--- config.mk ---
export PLATFORM = sky130hd
export DESIGN_NAME = buffer_pool_frame_manager_top
export DESIGN_NICKNAME = d
export VERILOG_FILES = /design/src/rtl/bpfm_pkg.sv /design/src/rtl/buffer_pool_frame_manager_top.sv
export SDC_FILE = /design/constraint.sdc
export NUM_CORES = 1
export LEC_CHECK = 0
export BUFFER_PORTS_ARGS = -buffer_cell sky130_fd_sc_hd__clkbuf_2
export CAP_MARGIN = 0
export CORE_MARGIN = 3
export CORE_UTILIZATION = 55
export DETAILED_ROUTE_END_ITERATION = 7
export PLACE_DENSITY_LB_ADDON = 0.08
export SYNTH_ARGS = -nofsm -noshare
export SYNTH_HDL_FRONTEND = slang
export SYNTH_SLANG_ARGS = --single-unit
--- constraint.sdc ---
create_clock -name aclk -period 10.9 [get_ports aclk]
set_input_delay 0.545 -clock aclk [delete_from_list [all_inputs] [get_ports aclk]]
set_output_delay 0.545 -clock aclk [all_outputs]
set_load 0.02 [all_outputs]
--- src/rtl/bpfm_pkg.sv ---
package bpfm_pkg;

    localparam int POOL_FRAMES_DEF = 16;
    localparam int PAGE_BITS_DEF   = 16;
    localparam int OP_BITS         = 3;
    localparam int KIND_BITS       = 2;
    localparam int PIN_BITS        = 8;
    localparam logic [PIN_BITS-1:0] PIN_MAX = '1;

    typedef enum logic [OP_BITS-1:0] {
        OP_FETCH     = 3'd0,
        OP_UNPIN     = 3'd1,
        OP_FLUSH     = 3'd2,
        OP_NEW       = 3'd3,
        OP_DELETE    = 3'd4,
        OP_FLUSH_ALL = 3'd5
    } op_t;

    typedef enum logic [KIND_BITS-1:0] {
        KIND_REPLY     = 2'd0,
        KIND_WRITEBACK = 2'd1,
        KIND_READ      = 2'd2,
        KIND_DEALLOC   = 2'd3
    } kind_t;

endpackage

--- src/rtl/buffer_pool_frame_manager_top.sv ---
// sequence with no output stall: new from the free deque goes from decide straight to reply;
// lookups walk one frame per cycle, so fetch, unpin, flush and delete first scan every frame,
// and lru and free-deque shifts then walk their entries one at a time
// throughput: one operation at a time, s_axis_tready high only when idle, plus output stalls
// reset (aresetn low, synchronous): no frame valid, pins and dirty bits clear, lru empty,
// free deque holds every frame in order, page counter zero
module buffer_pool_frame_manager_top #(
    parameter int POOL_FRAMES = bpfm_pkg::POOL_FRAMES_DEF,
    parameter int PAGE_BITS   = bpfm_pkg::PAGE_BITS_DEF
) (
    input  logic        aclk,
    input  logic        aresetn,
    input  logic        s_axis_tvalid,
    output logic        s_axis_tready,
    // operation[2:0], page_number[18:3], dirty_mark[19], zero fill
    input  logic [23:0] s_axis_tdata,
    output logic        m_axis_tvalid,
    input  logic        m_axis_tready,
    // target_page[15:0], frame_index[19:16], success[20], zero fill
    output logic [23:0] m_axis_tdata,
    // request_kind[1:0]
    output logic [1:0]  m_axis_tuser,
    output logic        m_axis_tlast
);
    import bpfm_pkg::*;

    localparam int FB = (POOL_FRAMES > 1) ? $clog2(POOL_FRAMES) : 1;
    localparam int CB = $clog2(POOL_FRAMES + 1);
    localparam logic [CB-1:0] FULL = CB'(POOL_FRAMES);
    localparam logic [FB-1:0] FLAST = FB'(POOL_FRAMES - 1);

    typedef enum logic [8:0] {
        ST_IDLE   = 9'b000000001,
        ST_SCAN   = 9'b000000010,
        ST_DECIDE = 9'b000000100,
        ST_LRUDEL = 9'b000001000,
        ST_FREESH = 9'b000010000,
        ST_FALL   = 9'b000100000,
        ST_EMIT   = 9'b001000000,
        ST_REPLY  = 9'b010000000,
        ST_WAIT   = 9'b100000000
    } state_t;

    state_t state_reg;

    logic [PAGE_BITS-1:0] frame_page [POOL_FRAMES];
    logic [POOL_FRAMES-1:0] valid_reg, dirty_reg;
    logic [PIN_BITS-1:0]  pin_reg [POOL_FRAMES];
    logic [FB-1:0] free_reg [POOL_FRAMES];
    logic [FB-1:0] lru_reg  [POOL_FRAMES];
    logic [CB-1:0] free_cnt_reg, lru_cnt_reg;
    logic [PAGE_BITS-1:0] next_page_reg;

    logic [OP_BITS-1:0]   op_reg;
    logic [PAGE_BITS-1:0] page_reg;
    logic                 dmark_reg;
    logic [FB-1:0]        idx_reg;     // shared scan / flush-all pointer
    logic                 hit_reg;
    logic [FB-1:0]        frame_reg;
    logic                 ok_reg;
    logic [CB-1:0]        shift_reg;   // shift position
    logic                 rm_found_reg;
    logic                 rm_go_reg;   // on delete, push to the free deque before lru removal
    logic                 install_reg;

    logic       out_valid_reg, out_last_reg, out_ok_reg;
    logic [1:0] out_kind_reg;
    logic [15:0] out_page_reg;
    logic [3:0]  out_frame_reg;

    assign s_axis_tready = aresetn && (state_reg == ST_IDLE);
    assign m_axis_tvalid = out_valid_reg;
    assign m_axis_tuser  = out_kind_reg;
    assign m_axis_tlast  = out_last_reg;
    assign m_axis_tdata  = {3'b000, out_ok_reg, out_frame_reg, out_page_reg};

    // shared compare unit: one frame per cycle
    logic scan_match;
    assign scan_match = valid_reg[idx_reg] && (frame_page[idx_reg] == page_reg);

    logic out_free;
    assign out_free = !out_valid_reg || m_axis_tready;

    always_ff @(posedge aclk) begin
        if (!aresetn) begin
            state_reg     <= ST_IDLE;
            valid_reg     <= '0;
            dirty_reg     <= '0;
            free_cnt_reg  <= FULL;
            lru_cnt_reg   <= '0;
            next_page_reg <= '0;
            out_valid_reg <= 1'b0;
            for (int i = 0; i < POOL_FRAMES; i++) begin
                pin_reg[i]  <= '0;
                free_reg[i] <= FB'(i);
            end
        end else begin
            if (out_valid_reg && m_axis_tready) out_valid_reg <= 1'b0;
            unique case (state_reg)
                ST_IDLE: begin
                    if (s_axis_tvalid) begin
                        op_reg    <= s_axis_tdata[2:0];
                        page_reg  <= PAGE_BITS'(s_axis_tdata[18:3]);
                        dmark_reg <= s_axis_tdata[19];
                        idx_reg   <= '0;
                        hit_reg   <= 1'b0;
                        frame_reg <= '0;
                        install_reg <= 1'b0;
                        rm_go_reg <= 1'b0;
                        if (s_axis_tdata[2:0] == OP_FLUSH_ALL) state_reg <= ST_FALL;
                        else if (s_axis_tdata[2:0] == OP_NEW) state_reg <= ST_DECIDE;
                        else state_reg <= ST_SCAN;
                    end
                end
                ST_SCAN: begin
                    // lowest matching frame wins
                    if (scan_match && !hit_reg) begin
                        hit_reg   <= 1'b1;
                        frame_reg <= idx_reg;
                    end
                    if (idx_reg == FLAST) state_reg <= ST_DECIDE;
                    else idx_reg <= idx_reg + 1'b1;
                end
                ST_DECIDE: begin
                    // hold until the output register can take a victim write back
                    if (out_free) begin
                        ok_reg <= 1'b0;
                        idx_reg <= '0;
                        shift_reg <= '0;
                        rm_found_reg <= 1'b0;
                        state_reg <= ST_REPLY;
                        priority case (op_reg)
                            OP_FETCH, OP_NEW: begin
                                if (op_reg == OP_FETCH && hit_reg) begin
                                    ok_reg <= 1'b1;
                                    if (pin_reg[frame_reg] != PIN_MAX)
                                        pin_reg[frame_reg] <= pin_reg[frame_reg] + 1'b1;
                                    state_reg <= ST_LRUDEL;
                                end else if (free_cnt_reg != '0) begin
                                    frame_reg <= free_reg[FB'(free_cnt_reg - 1'b1)];
                                    free_cnt_reg <= free_cnt_reg - 1'b1;
                                    install_reg <= 1'b1;
                                    ok_reg <= 1'b1;
                                    state_reg <= (op_reg == OP_FETCH) ? ST_EMIT : ST_REPLY;
                                end else if (lru_cnt_reg != '0) begin
                                    frame_reg <= lru_reg[0];
                                    install_reg <= 1'b1;
                                    ok_reg <= 1'b1;
                                    // pop front: shift from slot 0
                                    rm_found_reg <= 1'b1;
                                    if (valid_reg[lru_reg[0]] && dirty_reg[lru_reg[0]]) begin
                                        out_valid_reg <= 1'b1;
                                        out_kind_reg  <= KIND_WRITEBACK;
                                        out_page_reg  <= 16'(frame_page[lru_reg[0]]);
                                        out_frame_reg <= 4'(lru_reg[0]);
                                        out_ok_reg    <= 1'b0;
                                        out_last_reg  <= 1'b0;
                                    end
                                    valid_reg[lru_reg[0]] <= 1'b0;
                                    state_reg <= ST_LRUDEL;
                                end else begin
                                    frame_reg <= '0;
                                end
                            end
                            OP_UNPIN: begin
                                if (!hit_reg) frame_reg <= '0;
                                else begin
                                    dirty_reg[frame_reg] <= dirty_reg[frame_reg] | dmark_reg;
                                    if (pin_reg[frame_reg] != '0) begin
                                        ok_reg <= 1'b1;
                                        pin_reg[frame_reg] <= pin_reg[frame_reg] - 1'b1;
                                        if (pin_reg[frame_reg] == PIN_BITS'(1))
                                            state_reg <= ST_WAIT;
                                    end
                                end
                            end
                            OP_FLUSH: begin
                                if (!hit_reg) frame_reg <= '0;
                                else begin
                                    ok_reg <= 1'b1;
                                    dirty_reg[frame_reg] <= 1'b0;
                                    state_reg <= ST_EMIT;
                                end
                            end
                            OP_DELETE: begin
                                if (!hit_reg) begin
                                    frame_reg <= '0;
                                    ok_reg <= 1'b1;
                                end else if (pin_reg[frame_reg] == '0) begin
                                    ok_reg <= 1'b1;
                                    valid_reg[frame_reg] <= 1'b0;
                                    dirty_reg[frame_reg] <= 1'b0;
                                    rm_go_reg <= (free_cnt_reg != FULL);
                                    shift_reg <= free_cnt_reg;
                                    state_reg <= ST_EMIT;
                                end
                            end
                            default: frame_reg <= '0;
                        endcase
                    end
                end
                ST_WAIT: begin
                    // unpin reached zero: append to lru if not present, one entry a cycle
                    if (shift_reg >= lru_cnt_reg) begin
                        if (lru_cnt_reg != FULL) begin
                            lru_reg[FB'(lru_cnt_reg)] <= frame_reg;
                            lru_cnt_reg <= lru_cnt_reg + 1'b1;
                        end
                        state_reg <= ST_REPLY;
                    end else if (lru_reg[FB'(shift_reg)] == frame_reg) begin
                        state_reg <= ST_REPLY;
                    end else begin
                        shift_reg <= shift_reg + 1'b1;
                    end
                end
                ST_LRUDEL: begin
                    // find frame_reg then close the gap, one entry a cycle while the output register is free
                    if (!out_free) begin
                        state_reg <= ST_LRUDEL;
                    end else if (!rm_found_reg) begin
                        if (shift_reg >= lru_cnt_reg) state_reg <= ST_REPLY;
                        else if (lru_reg[FB'(shift_reg)] == frame_reg) rm_found_reg <= 1'b1;
                        else shift_reg <= shift_reg + 1'b1;
                    end else if (shift_reg + 1'b1 < lru_cnt_reg) begin
                        lru_reg[FB'(shift_reg)] <= lru_reg[FB'(shift_reg + 1'b1)];
                        shift_reg <= shift_reg + 1'b1;
                    end else begin
                        lru_cnt_reg <= lru_cnt_reg - 1'b1;
                        state_reg <= (op_reg == OP_FETCH && install_reg) ? ST_EMIT : ST_REPLY;
                    end
                end
                ST_FREESH: begin
                    // push to front of free deque, shifting from the back
                    if (shift_reg != '0) begin
                        free_reg[FB'(shift_reg)] <= free_reg[FB'(shift_reg - 1'b1)];
                        shift_reg <= shift_reg - 1'b1;
                    end else begin
                        free_reg[0] <= frame_reg;
                        free_cnt_reg <= free_cnt_reg + 1'b1;
                        shift_reg <= '0;
                        rm_found_reg <= 1'b0;
                        state_reg <= ST_LRUDEL;
                    end
                end
                ST_EMIT: begin
                    if (out_free) begin
                        out_valid_reg <= 1'b1;
                        out_page_reg  <= 16'(page_reg);
                        out_frame_reg <= 4'(frame_reg);
                        out_ok_reg    <= 1'b0;
                        out_last_reg  <= 1'b0;
                        if (op_reg == OP_FETCH) out_kind_reg <= KIND_READ;
                        else if (op_reg == OP_FLUSH) out_kind_reg <= KIND_WRITEBACK;
                        else out_kind_reg <= KIND_DEALLOC;
                        if (op_reg == OP_DELETE) begin
                            shift_reg <= rm_go_reg ? free_cnt_reg : '0;
                            rm_found_reg <= 1'b0;
                            state_reg <= rm_go_reg ? ST_FREESH : ST_LRUDEL;
                        end else begin
                            state_reg <= ST_REPLY;
                        end
                    end
                end
                ST_FALL: begin
                    if (out_free) begin
                        if (valid_reg[idx_reg]) begin
                            out_valid_reg <= 1'b1;
                            out_kind_reg  <= KIND_WRITEBACK;
                            out_page_reg  <= 16'(frame_page[idx_reg]);
                            out_frame_reg <= 4'(idx_reg);
                            out_ok_reg    <= 1'b0;
                            out_last_reg  <= 1'b0;
                            dirty_reg[idx_reg] <= 1'b0;
                        end
                        if (idx_reg == FLAST) begin
                            ok_reg <= 1'b1;
                            frame_reg <= '0;
                            page_reg <= '0;
                            state_reg <= ST_REPLY;
                        end else idx_reg <= idx_reg + 1'b1;
                    end
                end
                ST_REPLY: begin
                    if (out_free) begin
                        out_valid_reg <= 1'b1;
                        out_kind_reg  <= KIND_REPLY;
                        out_frame_reg <= 4'(frame_reg);
                        out_ok_reg    <= ok_reg;
                        out_last_reg  <= 1'b1;
                        // new replies with the page counter, everything else with its page
                        out_page_reg  <= (op_reg == OP_NEW) ? 16'(next_page_reg)
                                                            : 16'(page_reg);
                        if (op_reg == OP_NEW && install_reg)
                            next_page_reg <= next_page_reg + 1'b1;
                        if (install_reg) begin
                            valid_reg[frame_reg] <= 1'b1;
                            dirty_reg[frame_reg] <= 1'b0;
                            pin_reg[frame_reg]   <= PIN_BITS'(1);
                        end
                        state_reg <= ST_IDLE;
                    end
                end
                default: state_reg <= ST_IDLE;
            endcase
        end
    end

    // frame page store, no reset
    always_ff @(posedge aclk) begin
        if (state_reg == ST_REPLY && out_free && install_reg)
            frame_page[frame_reg] <= (op_reg == OP_NEW) ? next_page_reg : page_reg;
    end

`ifndef ASSERT_OFF
    a_free_bound: assert property (@(posedge aclk) disable iff (!aresetn)
        free_cnt_reg <= FULL) else $error("free count overflow");
    a_lru_bound: assert property (@(posedge aclk) disable iff (!aresetn)
        lru_cnt_reg <= FULL) else $error("lru count overflow");
    a_last_idle: assert property (@(posedge aclk) disable iff (!aresetn)
        (m_axis_tvalid && m_axis_tready && m_axis_tlast) |-> state_reg != ST_REPLY)
        else $error("reply while reply pending");
`endif

endmodule

==> results of run 1 <==
[report_power, final]
group,internal [W],switching [W],total (W)
clock,0.00142,0.00104,0.00246
sequential,0.00287,0.000129,0.00300
combinational,0.000783,0.00138,0.00217
[cell usage after synthesis (all sizes together) (29+ instances only)]
master | count | area (µm²)
dfxtp | 80 | 1602
ha | 30 | 375.4
nor3 | 93 | 545.5
nand2 | 242 | 933.4
nand2b | 29 | 181.4
edfxtp | 574 | 17240
xnor2 | 40 | 350.3
mux2 | 34 | 382.9
and2 | 33 | 209.0
mux4 | 248 | 5589
a21oi | 81 | 405.4
nand3 | 78 | 390.4
mux2i | 90 | 904.6
clkbuf | 112 | 420.4
inv | 49 | 183.9
buf | 80 | 533.0
a31oi | 37 | 231.5
o21ai | 99 | 499.2
nor2 | 298 | 1119
[worst max-delay path, stage by stage, from the launching register on]
cell and delay, ns:
edfxtp_1 0.37, buf_4 0.37, ha_1 0.42, xnor2_1 0.84, inv_1 0.11, ha_1 0.33
a21oi_1 0.15, a21oi_1 0.09, a211oi_1 0.54, nand4_1 0.17, nor2_1 0.12, buf_4 0.22
mux2i_1 0.56, nand3_1 0.36, nor2_1 0.51
[layout by cell type (no fill, tap or decap), types with 11 or more instances in the layout]
cell type	n
edfxtp_1	574
clkbuf_2	48
mux4_2	247
ha_1	29
inv_1	47
o211ai_1	22
nor4_1	11
o21ai_0	90
dfxtp_1	74
a211oi_1	11
nor3_2	18
nor2_1	293
clkbuf_16	73
a31oi_1	37
a22oi_1	27
xor2_1	26
clkinv_1	15
nand4_1	28
buf_4	61
clkbuf_1	18
mux2_2	34
nand2_1	232
mux2i_1	89
nand2b_1	29
nor3_1	75
nand3_1	78
and2_1	32
xnor2_1	39
a21oi_1	80
nor2b_1	22
and3_1	12
[per-layer routing]
layer | share of wire [%] | GRT usage (%) | vias up
met3 | 9.7 | 5.679 | 236
met1 | 40 | 45.21 | 12200
met5 | 0 | 0 | -
met4 | 3.8 | 11.28 | 0
met2 | 46 | 48.56 | 1378
li1 | - | - | 10300
[layout make-up]
class | instances | share of cell area (%)
repair buffers | 110 | 1.853
inverters | 51 | 0.5044
multi-input cells | 1759 | 38.96
flip-flops and latches | 654 | 49.66
clock buffers | 92 | 5.028
clock inverters | 38 | 1.230
well taps | 837 | 2.759
[through the flow]
stage	util (%)	power, W	setup WS [ns]
after floorplan	-	0.004619	6.806
after global placement	57.33	0.005139	5.530
after detailed placement	57.33	0.005173	5.482
after CTS	61.16	0.007626	5.456
after global routing	61.16	0.007904	4.968
final	61.16	0.007627	5.385
[worst paths after layout]
path | from | to | slack (ns) | cells past startpoint
max reg2reg | shift_reg[0] | lru_reg[0][0] | 5.39 | 14
min reg2reg | valid_reg[7] | valid_reg[7] | 0.51 | 2
max | shift_reg[0] | lru_reg[0][0] | 5.39 | 14
min | s_axis_tdata[19] | dmark_reg | 0.18 | 1
[cell families (layout without fill, tap and decap cells)]
group	after synthesis	in the layout	synth area share (%)
simple gates	908	908	12.60
flops	654	654	54.27
compound gates	378	378	7.162
mux	372	372	19.81
buf+inv	243	291	3.298
xor+xnor	67	67	1.712
fa+ha+maj	31	31	1.139
other cells	1	3	0.01080
==> flow_summary.ini, run 1 <==
[sta]
fmax_ghz = 0.1813
max_slew_margin_pct = 11.98
holdWs_ns = 0.1804
period_minus_slack_ns = 5.515
tightest_slew_ns = 1.311
post-route-period-util_pct = 50.60
setup_violations = 0
rsz0062_at_grt = false
finalSetupTns_ns = 0
hold_viol = 0
fin_skew_ns = 0.02704
maxSlewViolCount = 0

[yosys]
synth_enable_flop_cells = 574
yosysWarnings = 0
synthArstFlopShare_pct = 0
synth-seq-cells = 654
ys.flop_type = edfxtp_1
netlist_area_mm2 = 0.03471
yosysSeqAreaShare_pct = 54.27
ys_types = 97
synth.avg_cell_area_um2 = 13.08
syn_inst = 2654

[flow_run]
cap_violations = 0

[finish]
multi_input_area_mm2 = 0.01479
area_delta_synth_final_pct = 9.328
fin_cells = 3541
n_fill_cell = 4851
largest_reg_flops = 256
ff_latch_area_mm2 = 0.01885
final_cell_area_mm2 = 0.03795
diodes = 0
drive_gt1_share_pct = 20.60
nets = 2707

[routing]
wl_per_cell_um = 29.31
drtAntennaViolNets = 0
viasPerCell = 6.811
dr_total_vias = 24120
drtPass1Iterations = 6
remaining_drc_errors = 0
drt-total-wl_mm = 103.8
drt_iter0_markers = 3096

[clocking]
tritoncts = built
cts_setup_buffers = 0
cts_inserted_buffers = 72
clock_sinks = 654
cts_htree_levels = 3
cts_buffer_depth = 3
hold_buffers = 0
clock_latency_ns = 0.64
post_cts_resized = 0
clk_pin_slew_ns = 0.06
cts_root_buf = clkbuf_16

[setup_path]
start_kind = register
crit_path_end_kind = register
worstPathArrival_ns = 5.79
cp_data_required_time_ns = 11.17
crit_type = reg2reg
worstPathMaxFanout = 43

[global_route]
grt_pass1_vias = 23760
grt_pass1_wl_mm = 154.7
overflow = 0
antenna_found_initial = 0
grtUsageTotal_pct = 31.42
grt_max_degree = 70

[floorplan]
fp.dieArea_mm2 = 0.06617
io_pins = 57
die_height_um = 257.2
coreArea_mm2 = 0.06205
rows = 91
die_w_um = 257.2
initial_core_util_pct = 55.94

[power_and_ir_drop]
leakagePower_nw = 12.48
power.density_mw_per_mm2 = 201.0
peakVddDrop_uv = 177.9

[placed_design]
io_buffers = 49
dpl.hpwl_mm = 68.15
dpl_cell_area_mm2 = 0.03558
place_inst = 3411
gp_congestion = 0.9561

[outcome]
status = finished, final reports clean

[min_path]
hp-class = in2reg
Note: power is estimated with default switching activity, not from simulation.
==> inputs of run 2 (changes only) <==
Clock period 10.9 ns to 4.4 ns, I/O delays scaled along.
==> run 2 against run 1 <==
Total power increased by 150%. Fmax increased by 35%. Via count is 0.68% higher. Utilization grew 1.2 points. Register-to-register slack got worse by 5.1 ns. Largest power group unchanged.
==> flow_summary.ini, run 2 (same netlist as run 1, synthesis figures left out) <==
[placed_design]
place_inst = 3475
dpl.hpwl_mm = 68.69
io_buffers = 49
dpl_cell_area_mm2 = 0.03611
gp_congestion = 0.9471

[setup_path]
cp_data_required_time_ns = 4.72
crit_path_end_kind = register
crit_type = reg2reg
worstPathMaxFanout = 16
start_kind = register
worstPathArrival_ns = 4.41

[sta]
period_minus_slack_ns = 4.088
setup_violations = 0
maxSlewViolCount = 0
fin_skew_ns = 0.03183
rsz0062_at_grt = false
post-route-period-util_pct = 92.92
hold_viol = 0
tightest_slew_ns = 1.006
fmax_ghz = 0.2446
holdWs_ns = 0.04726
max_slew_margin_pct = 32.40
finalSetupTns_ns = 0

[finish]
fin_util_pct = 62.32
area_delta_synth_final_pct = 11.41
final_cell_area_mm2 = 0.03867
n_fill_cell = 4756
layout_common_cells = edfxtp_1 (574), nor2_1 (293), mux4_2 (247)
drive_gt1_share_pct = 22.47
fin_cells = 3627
nets = 2793
layout_commonest_cell = edfxtp_1
diodes = 0
largest_reg_flops = 256

[clocking]
cts_htree_levels = 3
clock_sinks = 654
clock_latency_ns = 0.63
post_cts_resized = 0
cts_root_buf = clkbuf_16
clk_pin_slew_ns = 0.06
cts_inserted_buffers = 72
tritoncts = built
cts_buffer_depth = 3

[routing]
drt-total-wl_mm = 101.8
drtAntennaViolNets = 0
wl_per_cell_um = 28.06
remaining_drc_errors = 0
drtPass1Iterations = 6
dr_total_vias = 24280
drt_iter0_markers = 3095
viasPerCell = 6.695

[floorplan]
fp.dieArea_mm2 = 0.06617
initial_core_util_pct = 55.94
rows = 91
die_height_um = 257.2
io_pins = 57
die_w_um = 257.2
coreArea_mm2 = 0.06205

[global_route]
grtUsageTotal_pct = 31.00
grt_max_degree = 90
grt_pass1_vias = 23880
antenna_found_initial = 1
overflow = 0
grt_pass1_wl_mm = 153.5

[power_and_ir_drop]
swShare_pct = 33.17
pwr-share-clk_pct = 31.7
seq_power_share_pct = 40.6
combPwrFrac_pct = 27.7
power.density_mw_per_mm2 = 492.5
intPower_w = 0.01273
p_switching_w = 0.006317
peakVddDrop_uv = 409.2
leakagePower_nw = 12.89

[min_path]
hp-class = in2reg

[outcome]
status = finished, final reports clean

[flow_run]
cap_violations = 0
run 2: cell types whose count changed in the layout (fill, tap and decap cells not counted), moves of 2 or more:
cell | before | now
buf_4 | 61 | 121
dlygate4sd3_1 | 0 | 22
clkinv_2 | 7 | 12
buf_12 | 0 | 4
clkinv_1 | 15 | 11
clkinvlp_4 | 3 | 6
clkbuf_1 | 18 | 16
clkinv_4 | 2 | 0
inv_16 | 2 | 0
run 2: power by group through the flow:
stage	sequential (W)	combinational, W	clock, W
after global placement	0.00785	0.00509	0
after detailed placement	0.00786	0.00516	0
after global routing	0.00779	0.00561	0.00636
after floorplan	0.00732	0.00412	0
final	0.00774	0.00527	0.00604
after CTS	0.00773	0.00520	0.00610
run 2: cell type report:
cell class                 count  area, µm²  share of cell area, %
clock inverter                38      406.6                  1.051
inverter                      51      191.4                 0.4950
tap                          837       1047                  2.708
timing repair buffer         196       1454                  3.759
multi-input combinational   1759      14790                  38.24
sequential                   654      18850                  48.74
clock buffer                  92       1939                  5.015
run 2: worst paths after layout:
check        slack (ns)  depth (start not counted)            end           from
max                0.31                         12  pin_reg[1][6]       register
min                0.05                          3  valid_reg[12]        aresetn
max reg2reg        0.31                         12  pin_reg[1][6]       register
min reg2reg        0.50                          2  valid_reg[13]  valid_reg[13]
run 2: per-stage QoR:
stage | setup slack (ns) | total power (W)
after global routing | 0.09479 | 0.01976
after floorplan | 0.3065 | 0.01144
final | 0.3117 | 0.01905
after CTS | 0.3712 | 0.01903
after global placement | 0.5064 | 0.01294
after detailed placement | 0.3881 | 0.01302
run 2: metal layers:
| layer | track usage [%] | vias to the layer above | wire length [µm] |
|---|---|---|---|
| li1 | - | 10480 | - |
| met1 | 43.82 | 12210 | 40730 |
| met2 | 48.74 | 1333 | 47590 |
| met3 | 4.753 | 260 | 9099 |
| met4 | 12.61 | 0 | 4357 |
| met5 | 0 | - | 0 |
run 2: worst max-delay path: stages, from the launching register on:
cell and delay [ns]:
dfxtp_2 0.67, mux4_2 0.58, a22oi_1 0.20, and3_1 0.35, ha_1 0.28, inv_1 0.17, nor2_1 0.17, nand2_1 0.07
o221ai_1 0.35, mux2i_1 0.36, xor2_2 0.15, buf_4 0.32, nor3_1 0.09
run 2: timing repair:
| action | 4_1_cts | 5_1_grt |
|---|---|---|
| hold endpoints to repair | 23 | 0 |
| endpoints found under the setup margin | 0 | 0 |
| hold buffers | 22 | 0 |
| setup buffers | 0 | 0 |
==> inputs of run 3 (changes only) <==
--- a/config.mk
+++ b/config.mk
@@ -11,2 +11,3 @@
 export CORE_UTILIZATION = 55
+export CTS_BUF_LIST = sky130_fd_sc_hd__clkbuf_8
 export DETAILED_ROUTE_END_ITERATION = 7
--- a/constraint.sdc
+++ b/constraint.sdc
@@ -3,2 +3,2 @@
 set_output_delay 0.22 -clock aclk [all_outputs]
-set_load 0.02 [all_outputs]
+set_load 0.05 [all_outputs]
==> run 3 against run 2 <==
Total power fell by 3.6%. Sequential power barely moved. Largest cell class unchanged. Final cell count up 2.0%. Sequential share of layout area grew 0.23 points. Critical endpoint is now lru_reg[15][1]. Fmax fell by 0.94%. Clock-buffer cell count increased by 25. Global-route usage decreased by 0.12 points. Register-to-register slack worse by 0.04 ns.
==> flow_summary.ini, run 3 (same netlist as run 1, synthesis figures left out) <==
[outcome]
status = finished, final reports clean

[sta]
maxSlewViolCount = 0
max_slew_margin_pct = 32.90
finalSetupTns_ns = 0
rsz0062_at_grt = false
tightest_slew_ns = 0.9989
fmax_ghz = 0.2423
holdWs_ns = 0.08901
period_minus_slack_ns = 4.127
fin_skew_ns = 0.03108
hold_viol = 0
post-route-period-util_pct = 93.79
setup_violations = 0

[floorplan]
coreArea_mm2 = 0.06205
die_w_um = 257.2
fp.dieArea_mm2 = 0.06617
rows = 91
initial_core_util_pct = 55.94
die_height_um = 257.2
io_pins = 57

[routing]
wl_per_cell_um = 27.59
drt-total-wl_mm = 102.1
viasPerCell = 6.648
dr_total_vias = 24600
drtPass1Iterations = 8
remaining_drc_errors = 0
drtAntennaViolNets = 0
drt_iter0_markers = 3082

[finish]
n_fill_cell = 4764
nets = 2830
layout_common_cells = edfxtp_1 (574), nor2_1 (293), mux4_2 (247)
largest_reg_flops = 256
area_delta_synth_final_pct = 10.87
layout_commonest_cell = edfxtp_1
drive_gt1_share_pct = 23.47

[setup_path]
max_stage_delay_ns = 0.88
cp_data_required_time_ns = 4.74
worstPathArrival_ns = 4.47
crit_type = reg2reg
cp_cell_sequence = ha_1 > xnor2_1 > inv_1 > ha_1 > a21oi_1 > a21oi_1 > a211oi_1 > buf_4 > nand3_1 > o22ai_1 > nand2_1 > nor3_1
crit_family = simple AND/OR/NAND/NOR gates
start_kind = register
worstPathMaxFanout = 6
crit_path_end_kind = register
cp_slowest_cell = nor3_1
path_buf_inv = 2

[global_route]
grt_pass1_vias = 24320
grt_max_degree = 90
antenna_found_initial = 2
grt_pass1_wl_mm = 153.4
overflow = 0
grtUsageTotal_pct = 30.88

[power_and_ir_drop]
peakVddDrop_uv = 331.5
p_switching_w = 0.006343
power.density_mw_per_mm2 = 476.9
intPower_w = 0.01201
seq_power_share_pct = 42.2
pwr-share-clk_pct = 29.1
leakagePower_nw = 12.99
swShare_pct = 34.56
combPwrFrac_pct = 28.7

[flow_run]
cap_violations = 0

[placed_design]
dpl.hpwl_mm = 68.78
io_buffers = 49
gp_congestion = 0.9489

[clocking]
cts_buffer_depth = 3
cts_setup_buffers = 0
cts_htree_levels = 3
clk_pin_slew_ns = 0.06
cts_inserted_buffers = 108
clock_latency_ns = 0.72
clock_sinks = 654
cts_root_buf = clkbuf_8
tritoncts = built

[min_path]
hp-class = in2reg
run 3: cell types whose count changed in the layout (fill, tap and decap cells not counted), moves of 4 or more:
cell        delta
clkinv_2       +8
clkbuf_1      -16
clkinv_1      +12
clkinvlp_4     -4
inv_1         +31
clkbuf_8     +115
clkbuf_16     -74
run 3: cell type report:
cell class,instances,area [µm²],area share [%]
clock buffer,117,1610,4.184
clock inverter,85,538.0,1.398
tap,837,1047,2.721
inverter,51,191.4,0.4974
antenna,1,2.502,0.006502
multi-input combinational,1759,14790,38.42
sequential,654,18850,48.97
timing repair buffer,197,1464,3.803
run 3: per-stage QoR:
step	total power, W	instances	setup WS [ns]	util (%)	area (µm²)
2_1_floorplan	0.01147	2656	0.3065	-	34720
3_3_place_gp	0.01296	3475	0.5076	58.19	36110
3_5_place_dp	0.01303	3475	0.3391	58.19	36110
4_1_cts	0.01836	3700	0.3697	62.02	38490
5_1_grt	0.01909	3701	0.1068	62.03	38490
6_report	0.01836	3701	0.2731	62.03	38490
run 3: worst paths after layout:
path              slack (ns)     startpoint        endpoint  depth (start not counted)
setup / recovery        0.27   shift_reg[0]  lru_reg[15][1]                         12
hold / removal          0.09  m_axis_tready   m_axis_tvalid                          4
setup reg to reg        0.27   shift_reg[0]  lru_reg[15][1]                         12
hold reg to reg         0.50  valid_reg[13]   valid_reg[13]                          2
run 3: worst min-delay path: cells and delay by family:
| family | cells | cell delay (ns) |
|---|---|---|
| AND/OR/NAND/NOR | 1 | 0.11 |
| AO/OA/AOI/OAI | 1 | 0.15 |
| buffers and inverters | 2 | 0.28 |
run 3: power by group through the flow:
stage                     logic [W]  registers, W  clock network [W]
after floorplan             0.00414       0.00733                  0
after global placement      0.00512       0.00785                  0
after detailed placement    0.00517       0.00786                  0
after CTS                   0.00522       0.00773            0.00542
after global routing        0.00561       0.00779            0.00570
final                       0.00528       0.00774            0.00534
run 3: what timing repair did:
item                                   4_1_cts  5_1_grt
hold buffers                                23        0
resized for setup                            0        0
endpoints found under the hold margin       32        0
run 3: per-layer routing:
metal	share of wire (%)	vias to the layer above	track usage, %
met1	40	12370	43.02
met3	9.5	260	5.186
li1	-	10560	-
met2	47	1420	48.98
met4	4.0	0	12.38
met5	0	-	0
